**src/hdl/srlp_pkg.sv**
```systemverilog
// Shared types and constants for the style run list parser.
package srlp_pkg;

  localparam logic [7:0] CH_SEMI  = 8'h3B;  // ';'
  localparam logic [7:0] CH_DASH  = 8'h2D;  // '-'
  localparam logic [7:0] CH_COLON = 8'h3A;  // ':'
  localparam logic [7:0] CH_HASH  = 8'h23;  // '#'
  localparam logic [7:0] CH_0     = 8'h30;
  localparam logic [7:0] CH_9     = 8'h39;
  localparam logic [7:0] CH_LA    = 8'h61;  // 'a'
  localparam logic [7:0] CH_LF    = 8'h66;  // 'f'
  localparam logic [7:0] CH_UA    = 8'h41;  // 'A'
  localparam logic [7:0] CH_UF    = 8'h46;  // 'F'
  localparam logic [7:0] CH_LB    = 8'h62;  // 'b'
  localparam logic [7:0] CH_UB    = 8'h42;  // 'B'
  localparam logic [7:0] CH_LI    = 8'h69;  // 'i'
  localparam logic [7:0] CH_UI    = 8'h49;  // 'I'
  localparam logic [7:0] CH_LC    = 8'h63;  // 'c'

  localparam int unsigned HEX_DIGITS = 8;

  localparam logic [1:0] STATUS_MORE     = 2'd0;
  localparam logic [1:0] STATUS_ACCEPTED = 2'd1;
  localparam logic [1:0] STATUS_REJECTED = 2'd2;

  typedef struct packed {
    logic [1:0]  status;
    logic        run_valid;
    logic [31:0] run_first;
    logic [31:0] run_limit;
    logic        has_weight;
    logic        weight_bold;
    logic        has_slant;
    logic        slant_italic;
    logic        has_color;
    logic [31:0] color_argb;
  } srlp_result_t;

endpackage

```
**src/hdl/srlp_core.sv**
```systemverilog
// Parser state and per-byte step logic: one byte in, at most one result out.
module srlp_core #(
  parameter int OFFSET_BITS = 32
) (
  input  logic                 clk,
  input  logic                 rst,
  input  logic [7:0]           item_byte,
  input  logic                 item_no_byte,
  input  logic                 item_last,
  input  logic                 take,
  output logic                 emit,
  output srlp_pkg::srlp_result_t result
);
  import srlp_pkg::*;

  typedef enum logic [2:0] {
    PH_START, PH_END, PH_FLAGS, PH_HASH, PH_HEX
  } phase_t;

  localparam int SB_HAS_WEIGHT = 0;
  localparam int SB_BOLD       = 1;
  localparam int SB_HAS_SLANT  = 2;
  localparam int SB_ITALIC     = 3;
  localparam int SB_HAS_COLOR  = 4;

  phase_t                 phase, phase_next;
  logic [OFFSET_BITS-1:0] start_accum, start_accum_next;
  logic [OFFSET_BITS-1:0] end_accum, end_accum_next;
  logic                   digit_seen, digit_seen_next;
  logic [OFFSET_BITS-1:0] previous_limit, previous_limit_next;
  logic                   have_previous, have_previous_next;
  logic [4:0]             style_bits, style_bits_next;
  logic [31:0]            hex_accum, hex_accum_next;
  logic [3:0]             hex_count, hex_count_next;
  logic                   rejected, rejected_next;
  logic                   bytes_seen, bytes_seen_next;

  // Decimal step: acc * 10 + d, with four spare bits to catch overflow.
  function automatic logic [OFFSET_BITS+3:0] mul10_add(input logic [OFFSET_BITS-1:0] acc,
                                                      input logic [3:0] d);
    logic [OFFSET_BITS+3:0] wide;
    wide = {4'd0, acc};
    return (wide << 3) + (wide << 1) + {{OFFSET_BITS{1'b0}}, d};
  endfunction

  function automatic logic [31:0] to32(input logic [OFFSET_BITS-1:0] v);
    logic [OFFSET_BITS+31:0] ext;
    ext = {32'd0, v};
    return ext[31:0];
  endfunction

  function automatic logic close_ok(input phase_t ph, input logic [3:0] cnt,
                                    input logic [4:0] sb);
    return ((ph == PH_FLAGS) || (ph == PH_HEX && cnt == 4'(HEX_DIGITS))) && (sb != 5'd0);
  endfunction

  function automatic srlp_result_t make_run(input logic [1:0] st,
                                            input logic [OFFSET_BITS-1:0] first,
                                            input logic [OFFSET_BITS-1:0] limit,
                                            input logic [4:0] sb,
                                            input logic [31:0] hex);
    srlp_result_t r;
    r.status       = st;
    r.run_valid    = 1'b1;
    r.run_first    = to32(first);
    r.run_limit    = to32(limit);
    r.has_weight   = sb[SB_HAS_WEIGHT];
    r.weight_bold  = sb[SB_BOLD];
    r.has_slant    = sb[SB_HAS_SLANT];
    r.slant_italic = sb[SB_ITALIC];
    r.has_color    = sb[SB_HAS_COLOR];
    r.color_argb   = sb[SB_HAS_COLOR] ? {hex[7:0], hex[31:8]} : 32'd0;
    return r;
  endfunction

  logic                   is_digit;
  logic [3:0]             digit_val;
  logic                   hex_ok;
  logic [3:0]             hex_val;
  logic [OFFSET_BITS+3:0] start_step, end_step;

  always_comb begin
    is_digit  = item_byte inside {[CH_0:CH_9]};
    digit_val = 4'(item_byte - CH_0);
    hex_ok    = 1'b1;
    hex_val   = 4'd0;
    if (is_digit) begin
      hex_val = digit_val;
    end else if (item_byte inside {[CH_LA:CH_LF]}) begin
      hex_val = 4'(item_byte - CH_LA + 8'd10);
    end else if (item_byte inside {[CH_UA:CH_UF]}) begin
      hex_val = 4'(item_byte - CH_UA + 8'd10);
    end else begin
      hex_ok = 1'b0;
    end
    start_step = mul10_add(start_accum, digit_val);
    end_step   = mul10_add(end_accum, digit_val);
  end

  always_comb begin
    phase_next          = phase;
    start_accum_next    = start_accum;
    end_accum_next      = end_accum;
    digit_seen_next     = digit_seen;
    previous_limit_next = previous_limit;
    have_previous_next  = have_previous;
    style_bits_next     = style_bits;
    hex_accum_next      = hex_accum;
    hex_count_next      = hex_count;
    rejected_next       = rejected;
    bytes_seen_next     = bytes_seen;
    emit                = 1'b0;
    result              = '0;

    if (!item_no_byte) begin
      bytes_seen_next = 1'b1;
      if (!rejected) begin
        if (item_byte == CH_SEMI) begin
          if (close_ok(phase, hex_count, style_bits)) begin
            previous_limit_next = end_accum;
            have_previous_next  = 1'b1;
            if (!item_last) begin
              emit   = 1'b1;
              result = make_run(STATUS_MORE, start_accum, end_accum, style_bits, hex_accum);
            end
          end else begin
            rejected_next = 1'b1;
          end
          phase_next       = PH_START;
          start_accum_next = '0;
          end_accum_next   = '0;
          digit_seen_next  = 1'b0;
          style_bits_next  = 5'd0;
          hex_accum_next   = 32'd0;
          hex_count_next   = 4'd0;
        end else begin
          case (phase)
            PH_START: begin
              if (is_digit) begin
                digit_seen_next = 1'b1;
                if (start_step[OFFSET_BITS+3:OFFSET_BITS] != 4'd0) rejected_next = 1'b1;
                else start_accum_next = start_step[OFFSET_BITS-1:0];
              end else if (item_byte == CH_DASH && digit_seen) begin
                phase_next      = PH_END;
                digit_seen_next = 1'b0;
              end else begin
                rejected_next = 1'b1;
              end
            end
            PH_END: begin
              if (is_digit) begin
                digit_seen_next = 1'b1;
                if (end_step[OFFSET_BITS+3:OFFSET_BITS] != 4'd0) rejected_next = 1'b1;
                else end_accum_next = end_step[OFFSET_BITS-1:0];
              end else if (item_byte == CH_COLON && digit_seen) begin
                if (end_accum <= start_accum) rejected_next = 1'b1;
                else if (have_previous && start_accum < previous_limit) rejected_next = 1'b1;
                else phase_next = PH_FLAGS;
              end else begin
                rejected_next = 1'b1;
              end
            end
            PH_FLAGS: begin
              if ((item_byte == CH_LB || item_byte == CH_UB) && !style_bits[SB_HAS_WEIGHT]) begin
                style_bits_next[SB_HAS_WEIGHT] = 1'b1;
                style_bits_next[SB_BOLD]       = (item_byte == CH_LB);
              end else if ((item_byte == CH_LI || item_byte == CH_UI)
                           && !style_bits[SB_HAS_SLANT]) begin
                style_bits_next[SB_HAS_SLANT] = 1'b1;
                style_bits_next[SB_ITALIC]    = (item_byte == CH_LI);
              end else if (item_byte == CH_LC) begin
                phase_next = PH_HASH;
              end else begin
                rejected_next = 1'b1;
              end
            end
            PH_HASH: begin
              if (item_byte == CH_HASH) phase_next = PH_HEX;
              else rejected_next = 1'b1;
            end
            default: begin
              if (!hex_ok || hex_count >= 4'(HEX_DIGITS)) begin
                rejected_next = 1'b1;
              end else begin
                hex_accum_next = {hex_accum[27:0], hex_val};
                hex_count_next = hex_count + 4'd1;
                if (hex_count == 4'(HEX_DIGITS - 1)) style_bits_next[SB_HAS_COLOR] = 1'b1;
              end
            end
          endcase
        end
      end
    end

    if (item_last) begin
      emit = 1'b1;
      if (!bytes_seen_next) begin
        result        = '0;
        result.status = STATUS_ACCEPTED;
      end else if (!rejected_next && close_ok(phase_next, hex_count_next, style_bits_next)) begin
        result = make_run(STATUS_ACCEPTED, start_accum_next, end_accum_next,
                          style_bits_next, hex_accum_next);
      end else begin
        result        = '0;
        result.status = STATUS_REJECTED;
      end
      // attribute done: back to the idle state for the next one
      phase_next          = PH_START;
      start_accum_next    = '0;
      end_accum_next      = '0;
      digit_seen_next     = 1'b0;
      previous_limit_next = '0;
      have_previous_next  = 1'b0;
      style_bits_next     = 5'd0;
      hex_accum_next      = 32'd0;
      hex_count_next      = 4'd0;
      rejected_next       = 1'b0;
      bytes_seen_next     = 1'b0;
    end
  end

  always_ff @(posedge clk) begin
    if (rst) begin
      phase          <= PH_START;
      start_accum    <= '0;
      end_accum      <= '0;
      digit_seen     <= 1'b0;
      previous_limit <= '0;
      have_previous  <= 1'b0;
      style_bits     <= 5'd0;
      hex_accum      <= 32'd0;
      hex_count      <= 4'd0;
      rejected       <= 1'b0;
      bytes_seen     <= 1'b0;
    end else if (take) begin
      phase          <= phase_next;
      start_accum    <= start_accum_next;
      end_accum      <= end_accum_next;
      digit_seen     <= digit_seen_next;
      previous_limit <= previous_limit_next;
      have_previous  <= have_previous_next;
      style_bits     <= style_bits_next;
      hex_accum      <= hex_accum_next;
      hex_count      <= hex_count_next;
      rejected       <= rejected_next;
      bytes_seen     <= bytes_seen_next;
    end
  end

endmodule

```
**src/hdl/style_run_list_parser_unit.sv**
```systemverilog
// Style run list parser: input register, step logic, output register.
// A request is held in the input register, its result then in the output register.
// Throughput: one byte per cycle but for output stalls; the parser state updates once per byte.
// A byte that produces no result is retired even while the output register is stalled.
// rst (synchronous, active high) empties both registers and returns the parser to
// the start of an attribute with no previous run.
module style_run_list_parser_unit #(
  parameter int OFFSET_BITS = 32
) (
  input  logic         clk,
  input  logic         rst,
  input  logic         s_tvalid,
  output logic         s_tready,
  input  logic [7:0]   s_tdata,   // [7:0] in_byte
  input  logic [0:0]   s_tuser,   // [0] no_byte
  input  logic         s_tlast,   // last_of_attribute
  output logic         m_tvalid,
  input  logic         m_tready,
  // [31:0] run_first, [63:32] run_limit, [64] has_weight, [65] weight_bold,
  // [66] has_slant, [67] slant_italic, [68] has_color, [100:69] color_argb, rest zero
  output logic [103:0] m_tdata,
  output logic [2:0]   m_tuser    // [1:0] status, [2] run_valid
);
  import srlp_pkg::*;

  logic         in_valid_q;
  logic [7:0]   in_byte_q;
  logic         in_no_byte_q;
  logic         in_last_q;
  logic         out_valid_q;
  srlp_result_t out_q;
  srlp_result_t step_result;
  logic         step_emit;
  logic         take;

  srlp_core #(.OFFSET_BITS(OFFSET_BITS)) u_core (
    .clk          (clk),
    .rst          (rst),
    .item_byte    (in_byte_q),
    .item_no_byte (in_no_byte_q),
    .item_last    (in_last_q),
    .take         (take),
    .emit         (step_emit),
    .result       (step_result)
  );

  assign take     = in_valid_q && (!out_valid_q || m_tready || !step_emit);
  assign s_tready = !in_valid_q || take;

  always_ff @(posedge clk) begin
    if (rst) begin
      in_valid_q  <= 1'b0;
      out_valid_q <= 1'b0;
    end else begin
      if (s_tready) in_valid_q <= s_tvalid;
      if (take && step_emit) out_valid_q <= 1'b1;
      else if (m_tready) out_valid_q <= 1'b0;
    end
  end

  always_ff @(posedge clk) begin
    if (s_tready && s_tvalid) begin
      in_byte_q    <= s_tdata;
      in_no_byte_q <= s_tuser[0];
      in_last_q    <= s_tlast;
    end
    if (take && step_emit) out_q <= step_result;
  end

  assign m_tvalid = out_valid_q;
  assign m_tuser  = {out_q.run_valid, out_q.status};
  assign m_tdata  = {3'd0, out_q.color_argb, out_q.has_color, out_q.slant_italic,
                     out_q.has_slant, out_q.weight_bold, out_q.has_weight,
                     out_q.run_limit, out_q.run_first};

endmodule
```
**config.mk**
```make
export PLATFORM = sky130hd
export DESIGN_NAME = style_run_list_parser_unit
export DESIGN_NICKNAME = d
export VERILOG_FILES = /design/src/hdl/srlp_pkg.sv /design/src/hdl/srlp_core.sv /design/src/hdl/style_run_list_parser_unit.sv
export SDC_FILE = /design/constraint.sdc
export NUM_CORES = 1
export LEC_CHECK = 0
export BUFFER_PORTS_ARGS = -buffer_cell sky130_fd_sc_hd__buf_2
export CAP_MARGIN = 20
export CELL_PAD_IN_SITES_DETAIL_PLACEMENT = 1
export CELL_PAD_IN_SITES_GLOBAL_PLACEMENT = 1
export CORE_MARGIN = 2
export CORE_UTILIZATION = 40
export CTS_CLUSTER_DIAMETER = 150
export DETAILED_ROUTE_END_ITERATION = 8
export PLACE_DENSITY = 0.69
export SKIP_CTS_REPAIR_TIMING = 1
export SYNTH_ARGS = -nofsm -noshare
export SYNTH_HDL_FRONTEND = slang
export SYNTH_SLANG_ARGS = --single-unit
```
**constraint.sdc**
```tcl
create_clock -name clk -period 5.56 [get_ports clk]
set_input_delay 0.556 -clock clk [delete_from_list [all_inputs] [get_ports clk]]
set_output_delay 0.556 -clock clk [all_outputs]
set_load 0.02 [all_outputs]
```
==> results.md, run 1 <==
- Status: complete, no violations
- Number of H-tree levels: 1
- Max_cap viols: 0
- Most frequent cell after synthesis: ha_1
- Worst Setup Path Type: reg2reg
- Multi-input gate area: 9330 um^2
- Synth Area in Simple Gates: 13.6%
- Area grow syn2layout: 13.3%
- Final Hold Viols: 0
- Post-synth EDFFs: 114
- Worst setup margin: 437 ps
- Fillers: between 4,000 and 5,000
- Relative slew slack: 29.6%
- TritonCTS clock tree: built
- Final WL: 52.4 mm
- Post-DRT Antenna Nets: 0
- Post-synthesis adder-cell area fraction: 15.3%
- Pre-CTS WS: 367 ps
- Avg Inst Size Synth: 9.53 um^2
- Max Slew Vio Count: 0
- Synth cell types: 94
- Total Neg Setup Slack: 0 ps
- Placed Area: 17,600 um^2
- Final Non-Filler Cells: ~2,400
- Register area: 6350 um^2
- Main combinational cell family by area after synthesis: compound AO/OA/AOI/OAI gates
- Arr. time, crit path: between 5000 and 6000 ps
- Yosys top cell area share: about a fifth
- Yosys top cell by area: edfxtp_1
- Buffers on Ports: ~120
- I/O pin count: 123
- Post-synthesis mux area share: 0.311%
- Worst-Skew Late Latency: 590 ps
- Worst Reg-to-Reg Cells: 15
- Die W: 207 um
- Area contributors post-synth: edfxtp_1 (21%), dfxtp_1 (18%), ha_1 (15%)
- Pwr dens: 228 nW/um^2
- Fin area: 18,700 um^2
- Xor/xnor share of the synthesized area: 3.14%
- Row count: 74
- Peak Freq: 195 MHz
- CP max stage cell: fa_1
- N_diodes: 0
- Die area: 42,800 um^2
- Seq/Total Area, Yosys: 38.5%
- Worst VDD drop: 0.214 mV
- Commonest cells in the netlist: ha_1 (195), nor2_1 (149), dfxtp_1 (146)
- Leakage: approximately 8.2 nW
- Mapped Cells: 1,728
- Worst min path class: in2reg
- Pin count of the biggest net entering global routing: 65
- First-pass GRT wire length: 81.8 mm
- Post-layout util: 45.8%
- DP HPWL: 39.3 mm
- Grt ovf: 0
- Vias in the first global route: 14,506
- Starting Density: slightly above 40%
- Post-route DRC: 0
- GR Util All Layers: around a quarter
- Chip Height: between 200 and 250 um
- Share of flip-flops with an asynchronous set or reset: 0%
- Global placement routability congestion: 0.917
- Buf/Inv on CP: 3
- Hold path startpoint: s_tlast
- Vias per cell: around 5.9
- CTS Buf Count: 31
- RSZ-0062 raised after global routing: false
- Final min period: 5120 ps
- CTS Sinks: 260
- Cell area after synthesis: 16,500 um^2
- Hold endpoint: in_last_q
- Crit-path leading delay family: compound AO/OA/AOI/OAI gates
- Worst-path clk slew: about 70 ps
- Worst Path Required: 5970 ps
- Placed cells: around 2,300
- Worst-case clock buffer depth: 3
- CP max FO: 37
- Layout cells sized above 1: 13.5%
- Detailed Routing Iterations Pass 1: 5
- Worst slew pin tran: 1030 ps
- Yosys warning count: 0
- Vias: 13,976
- Post-synthesis compound-gate area fraction: 24.0%
- R2R setup slack: between 400 and 500 ps
- Critical-path cell list: inv_1 -> fa_1 -> inv_1 -> fa_1 -> a211o_1 -> a211o_1 -> a22oi_4 -> o2111ai_4 -> a2111oi_0 -> a311oi_1 -> nor4_2 -> o21ai_2 -> or2_1 -> buf_4 -> o31ai_1
- Main flop type after synthesis: dfxtp_1
- Largest stage delay on the critical path: 610 ps
- Final setup viols: 0
- Worst setup SP type: register
- Worst r2r dst: m_tdata[94]
- Clock Tree Root: clkbuf_16
- Period utilisation layout: 92.1%
- Layout Nets: 2,045
- Core box area: 40,700 um^2
- Wirelength per Cell: 21.9 um
- Iteration-0 DRC count of the detailed router: 720
- Hold depth: 1
- Antenna violations before repair: 0
- R2R Path Start: in_byte_q[3]
- Worst setup EP type: register
- Seq cells post-synth: 260
- Final setup skew: 13.0 ps
## power by group
group / internal [W] / switching, W / leakage (nW)
combinational: 0.0000319 / 0.0000988 / 5.28
clock: 0.00124 / 0.000878 / 0.527
sequential: 0.00200 / 0.0000122 / 2.44
## routing by layer
| metal | track usage, % | vias up | share of wire [%] |
|---|---|---|---|
| met4 | 8.81 | 0 | 3.4 |
| met2 | 42.6 | 322 | 49 |
| met5 | 0 | - | 0 |
| met3 | 3.11 | 100 | 4.6 |
| li1 | - | 6681 | - |
| met1 | 31.0 | 6873 | 43 |
## state kept, by name, indices dropped and copies added (netlist names), 3 cells and up
name,count
in_byte_q,8
m_tdata,101
u_core.hex_count,4
m_tuser,3
u_core.hex_accum,32
u_core.end_accum,32
u_core.previous_limit,32
u_core.phase,3
u_core.style_bits,5
u_core.start_accum,32
## layout make-up
type / count / share of cell area (%)
Tap cell: 532 / 3.57
Multi-Input combinational cell: 1280 / 50.0
Clock inverter: 20 / 1.14
Sequential cell: 260 / 34.0
Clock buffer: 38 / 4.56
Timing Repair Buffer: 153 / 4.61
Inverter: 106 / 2.14
## per-stage QoR
| step | hold slack (ps) | power (W) |
|---|---|---|
| 2_1_floorplan | 432 | 0.00213 |
| 3_3_place_gp | 441 | 0.00218 |
| 6_report | 147 | 0.00425 |
| 5_1_grt | 130 | 0.00439 |
| 4_1_cts | 121 | 0.00431 |
| 3_5_place_dp | 466 | 0.00218 |
## cell usage in the layout (no fill, tap or decap), types with 9 or more instances in the layout
cell type,Yosys,routed
ha_1,195,195
nor2_1,149,147
dfxtp_1,146,146
a21oi_1,137,137
nand2_1,118,118
buf_2,9,118
edfxtp_1,114,114
inv_1,105,104
a22oi_1,76,76
o21ai_0,72,71
a22o_1,61,61
and2_1,45,45
a21o_1,35,34
buf_4,6,34
xnor2_1,33,33
clkbuf_16,0,31
nand3_1,30,30
nand4_1,26,26
xor2_1,26,26
nor3_1,16,16
a31oi_1,14,14
o2bb2ai_1,14,14
o211ai_1,13,13
nand2b_1,12,12
a211oi_1,12,12
o21a_1,11,11
nor4_1,10,9
o22ai_1,9,9
a32oi_1,9,9
## worst reg2reg max path: cells and delay by family (launching register included)
family                   cells  cell delay, ps
buffers and inverters        3             510
AND/OR/NAND/NOR              2             690
AO/OA/AOI/OAI                8            2290
adder cells (fa/ha/maj)      2            1100
flip-flops                   1             350
## logic make-up after synthesis
family,count (synthesis)
xor gates and xnor gates,59
adders and majority gates,199
and+or+nand+nor,456
other,1
buffers and inverters,190
DFF,260
muxes,5
AOI/OAI and AO/OA,558
## how the worst max path moves through the flow
stage,startpoint,end,cells after the start
final,in_byte_q[3],m_tdata[94],15
after global routing,in_byte_q[3],m_tdata[94],15
after CTS,in_byte_q[3],u_core.start_accum[2],14
after detailed placement,in_byte_q[3],u_core.start_accum[2],14
after global placement,in_byte_q[3],u_core.start_accum[13],14
after floorplan,in_byte_q[2],m_tdata[0],11
Note: power is estimated with default switching activity, not from simulation.
==> run 2, diff against run 1 <==
--- a/config.mk
+++ b/config.mk
@@ -13,7 +13,7 @@
 export CORE_UTILIZATION = 40
 export CTS_CLUSTER_DIAMETER = 150
 export DETAILED_ROUTE_END_ITERATION = 8
-export PLACE_DENSITY = 0.69
+export PLACE_DENSITY_LB_ADDON = 0.1
 export SKIP_CTS_REPAIR_TIMING = 1
 export SYNTH_ARGS = -nofsm -noshare
 export SYNTH_HDL_FRONTEND = slang
==> run 2 against run 1 <==
Effect of this change: register-to-register slack worse by 20 ps; critical endpoint is now m_tdata[71]; first-iteration DRC count is 12% higher; combinational power up 6%; design area shrank 0.19%; global-route usage increased by 0.58 points; die area did not move; sequential power barely moved; power shrank 4.9%; hold slack got worse by 22 ps; critical path type unchanged; highest routed layer unchanged; largest cell class unchanged.
==> results.md, run 2 (synthesis gave the netlist of run 1 again) <==
- I/O pin count: around 120
- TritonCTS clock tree: built
- Vias per cell: ~5.8
- Detailed Routing Iterations Pass 1: 5
- Pwr dens: 217 nW/um^2
- Peak Freq: 194 MHz
- CTS Buf Count: 30
- Buffers on Ports: 119
- DP HPWL: 40.2 mm
- CP max FO: 15
- Layout cells sized above 1: 13.5%
- Number of H-tree levels: 1
- Commonest non-fill, non-tap cell in the layout: ha_1
- Pin count of the biggest net entering global routing: 74
- Layout Nets: 2,056
- Relative slew slack: 29.4%
- Setup crit start: u_core.end_accum[0]
- Status: complete, no violations
- Placed Area: 17,700 um^2
- Worst-path clk slew: 60 ps
- Post-route DRC: 0
- Final WL: 53.6 mm
- RSZ-0062 raised after global routing: false
- Final setup skew: 37.1 ps
- Max Slew Vio Count: 0
- Core box area: 40,700 um^2
- Antenna violations before repair: 0
- Chip Height: 207 um
- Area grow syn2layout: 13.1%
- Wirelength per Cell: 22.3 um
- GR Util All Layers: 25.0%
- Placed cells: about 2,300
- Arr. time, crit path: between 5000 and 6000 ps
- Final min period: 5140 ps
- Die area: about 43,000 um^2
- Die W: 207 um
- Worst-Skew Late Latency: 600 ps
- Clock power frac: 46.9%
- Internal power: 0.00309 W
- Final setup viols: 0
- Worst slew pin tran: between 1000 and 1500 ps
- Worst setup EP type: register
- Hold Slack: 125 ps
- R2R setup slack: 420 ps
- Worst setup SP type: register
- Worst Path Required: 6020 ps
- Vias in the first global route: 14,464
- Final Hold Viols: 0
- Starting Density: just over 40%
- Max_cap viols: 0
- Worst-case clock buffer depth: 3
- Clock Tree Root: clkbuf_16
- Worst VDD drop: between 0.15 and 0.2 mV
- Grt ovf: 0
- Row count: 74
- R2R Path Start: u_core.end_accum[0]
- Worst min path class: in2reg
- Fin area: 18,600 um^2
- Total Neg Setup Slack: 0 ps
- CTS Sinks: 260
- Number of flip-flops in the largest register: 101
- Final Non-Filler Cells: between 2,000 and 2,500
- Combinational share of power: between 3 and 4%
- Post-DRT Antenna Nets: 0
- Sequential share of power: about half
- Most frequent cells in the layout: ha_1 (195), nor2_1 (147), dfxtp_1 (146)
- Period utilisation layout: 92.5%
- Psw: 0.000958 W
- First-pass GRT wire length: 83.7 mm
- Global placement routability congestion: 0.858
- Sw Ratio: 23.7%
- Worst Setup Path Type: reg2reg
- Leakage: 8.24 nW
- Worst Reg-to-Reg Cells: 15
- Setup crit end: m_tdata[71]
- Worst r2r dst: m_tdata[71]
- Vias: between 10,000 and 15,000
- Iteration-0 DRC count of the detailed router: 803
[run 2: cell type report]
cell class	instances	area [um^2]
fill	4716	22100
clock buffer	40	798
antenna	1	2.50
clock inverter	16	129
sequential	260	6350
multi-input combinational	1280	9330
inverter	106	400
timing repair buffer	165	963
tap	532	666
[run 2: worst min-delay path by stage]
stage               cells past startpoint  slack (ps)              start                 to
floorplan                               1         430  u_core.bytes_seen  u_core.bytes_seen
global placement                        1         440  u_core.bytes_seen  u_core.bytes_seen
detailed placement                      1         450  u_core.bytes_seen  u_core.bytes_seen
CTS                                     1         100         s_tdata[6]       in_byte_q[6]
global route                            1         110         s_tdata[7]       in_byte_q[7]
finish                                  1         120         s_tdata[6]       in_byte_q[6]
[run 2: critical path, cell delays in order (launching register included)]
cell       delay (ps)
dfxtp_1           390
inv_1             110
fa_1              510
inv_1              70
fa_1              480
a211o_1           300
a211o_1           360
a22oi_4           230
o2111ai_4         210
a2111oi_0         440
a311oi_1          160
nor4_2            530
nor2_2            140
o31ai_4           650
buf_8             250
a22o_1            180
[run 2: layer usage]
metal | global-route usage, % | up-vias | share of wire, %
li1 | - | 6698 | -
met3 | 2.94 | 76 | 3.3
met1 | 33.0 | 6965 | 46
met4 | 6.46 | 0 | 2.7
met5 | 0 | - | 0
met2 | 43.5 | 239 | 48
[run 2: stage by stage]
stage | util, % | power [W] | setup WS (ps)
finish | 45.7 | 0.00405 | 418
global route | 45.7 | 0.00418 | 168
CTS | 45.7 | 0.00409 | 465
detailed placement | 43.4 | 0.00219 | 465
global placement | 43.4 | 0.00219 | 268
floorplan | - | 0.00213 | 983
[run 2: power groups by stage]
stage	clock network [W]	logic, W	registers (W)
6_report	0.00190	0.000139	0.00201
5_1_grt	0.00202	0.000149	0.00201
4_1_cts	0.00194	0.000140	0.00201
2_1_floorplan	0	0.0000779	0.00205
3_3_place_gp	0	0.000138	0.00205
3_5_place_dp	0	0.000139	0.00205
==> run 3, diff against run 2 <==
--- a/config.mk
+++ b/config.mk
@@ -10,7 +10,7 @@
 export CELL_PAD_IN_SITES_DETAIL_PLACEMENT = 1
 export CELL_PAD_IN_SITES_GLOBAL_PLACEMENT = 1
 export CORE_MARGIN = 2
-export CORE_UTILIZATION = 40
+export CORE_UTILIZATION = 30
 export CTS_CLUSTER_DIAMETER = 150
 export DETAILED_ROUTE_END_ITERATION = 8
 export PLACE_DENSITY_LB_ADDON = 0.1
==> run 3 against run 2 <==
Effect of this change: wire length is 5.1% higher; via count is 1.5% lower; power is 1.9% higher; global-route usage is 5.5 points lower; die area is 33% higher; setup slack better by 1.9 ps; clock power is 4% higher; design area is 0.99% higher; critical endpoint is now m_tdata[94]; largest power group unchanged; highest routed layer unchanged.
==> results.md, run 3 (synthesis gave the netlist of run 1 again) <==
- Post-route DRC: 0
- First-pass GRT wire length: 86.6 mm
- Worst VDD drop: 0.189 mV
- CTS Sinks: 260
- Commonest non-fill, non-tap cell in the layout: ha_1
- Final WL: between 50 and 60 mm
- Final setup viols: 0
- Pwr dens: between 200 and 250 nW/um^2
- N_diodes: 0
- Clock Tree Root: clkbuf_16
- Total Neg Setup Slack: 0 ps
- Max_cap viols: 0
- Placed cells: 2,495
- Global placement routability congestion: 0.834
- Die area: ~57,000 um^2
- Pin count of the biggest net entering global routing: 77
- Fin area: 18,800 um^2
- Vias in the first global route: 14,378
- Wirelength per Cell: around 22 um
- RSZ-0062 raised after global routing: false
- Peak Freq: 195 MHz
- Buffers on Ports: 119
- Grt peak-use layer: met2
- Status: complete, no violations
- M3 GR Usage: 2.20%
- Max Slew Vio Count: 0
- Worst Path Required: 5940 ps
- Layout Nets: 2,046
- TritonCTS clock tree: built
- Arr. time, crit path: ~5500 ps
- Most frequent cells in the layout: ha_1 (195), nor2_1 (147), dfxtp_1 (146)
- Vias: 13,768
- Core box area: about 54,000 um^2
- Number of flip-flops in the largest register: 101
- I/O pin count: 123
- Number of H-tree levels: 1
- Placed Area: approximately 18,000 um^2
- Met2 Track Usage GR: 33.4%
- Final min period: 5140 ps
- Chip Height: 238 um
- Hold Slack: 158 ps
- Detailed Routing Iterations Pass 1: 5
- Worst-case clock buffer depth: 3
- Iteration-0 DRC count of the detailed router: 748
- Worst slew pin tran: 985 ps
- Grt ovf: 0
- Relative slew slack: 34.3%
- Die W: 238 um
- DP HPWL: 42.1 mm
- Final setup skew: about 13 ps
- CP max FO: 37
- Period utilisation layout: between 90 and 100%
- Post-layout util: about a third
- GRT met1 Usage: around a quarter
- Layout cells sized above 1: a little over an eighth
- GR Util All Layers: 19.6%
- Post-DRT Antenna Nets: 0
- Final Hold Viols: 0
- Worst min path class: in2reg
- Worst setup EP type: register
- Fillers: just over 6,000
- Worst-Skew Late Latency: 580 ps
- Worst setup SP type: register
- CTS Buf Count: 31
- Worst-path clk slew: 60 ps
- Vias per cell: 5.39
- Antenna violations before repair: 0
- Final Non-Filler Cells: 2,554
- Leakage: 8.21 nW
- Row count: 85
- Worst Setup Path Type: reg2reg
- Starting Density: between 30% and 40%
- Area grow syn2layout: 14.2%
==> run 3: cell count changes in the layout (fill, tap and decap cells not counted), sizes merged <==
cell | previous run | this run
buf | 165 | 154
clkbuf | 40 | 47
clkinv | 14 | 9
clkinvlp | 2 | 1
diode | 1 | 0
inv | 105 | 106
==> run 3: final timing paths <==
check | end | cells past startpoint | slack, ps | startpoint
hold reg to reg | u_core.bytes_seen | 1 | 460 | u_core.bytes_seen
hold / removal | in_last_q | 1 | 160 | s_tlast
setup reg to reg | m_tdata[94] | 15 | 420 | u_core.end_accum[2]
setup / recovery | m_tdata[94] | 15 | 420 | u_core.end_accum[2]
==> run 3: power breakdown <==
part / internal, W / leakage [nW] / switching [W]
combinational: 0.0000329 / 5.30 / 0.000107
sequential: 0.00200 / 2.44 / 0.00000969
clock: 0.00115 / 0.480 / 0.000827
total: 0.00318 / 8.21 / 0.000945
==> run 3: final cells by class <==
cell class | instances | area [um^2] | area share [%]
Clock buffer | 47 | 896 | 4.76
Clock inverter | 11 | 82.6 | 0.439
Inverter | 106 | 400 | 2.13
Multi-Input combinational cell | 1280 | 9330 | 49.6
Sequential cell | 260 | 6350 | 33.7
Tap cell | 696 | 871 | 4.63
Timing Repair Buffer | 154 | 893 | 4.75
==> run 3: critical path, stage by stage, from the launching register on <==
cell	delay [ps]
dfxtp_1	450
inv_1	110
fa_1	540
inv_1	90
ha_1	310
a211oi_1	360
o211ai_1	170
a31oi_1	380
o211ai_1	370
a2111oi_0	490
a311oi_1	160
nor4_2	550
o21ai_2	170
or2_1	270
buf_12	180
o31ai_1	310
==> run 3: metrics by stage <==
stage                     total power, W  worst slack (ps)
final                            0.00412               420
after global routing             0.00428               107
after CTS                        0.00420               312
after detailed placement         0.00219               338
after global placement           0.00219               485
after floorplan                  0.00213               983
==> run 3: metal layers <==
layer / vias up / part of all wire (%)
met3: 60 / 3.1
met1: 6821 / 48
met2: 219 / 47
li1: 6668 / -
met5: - / 0
met4: 0 / 2.2
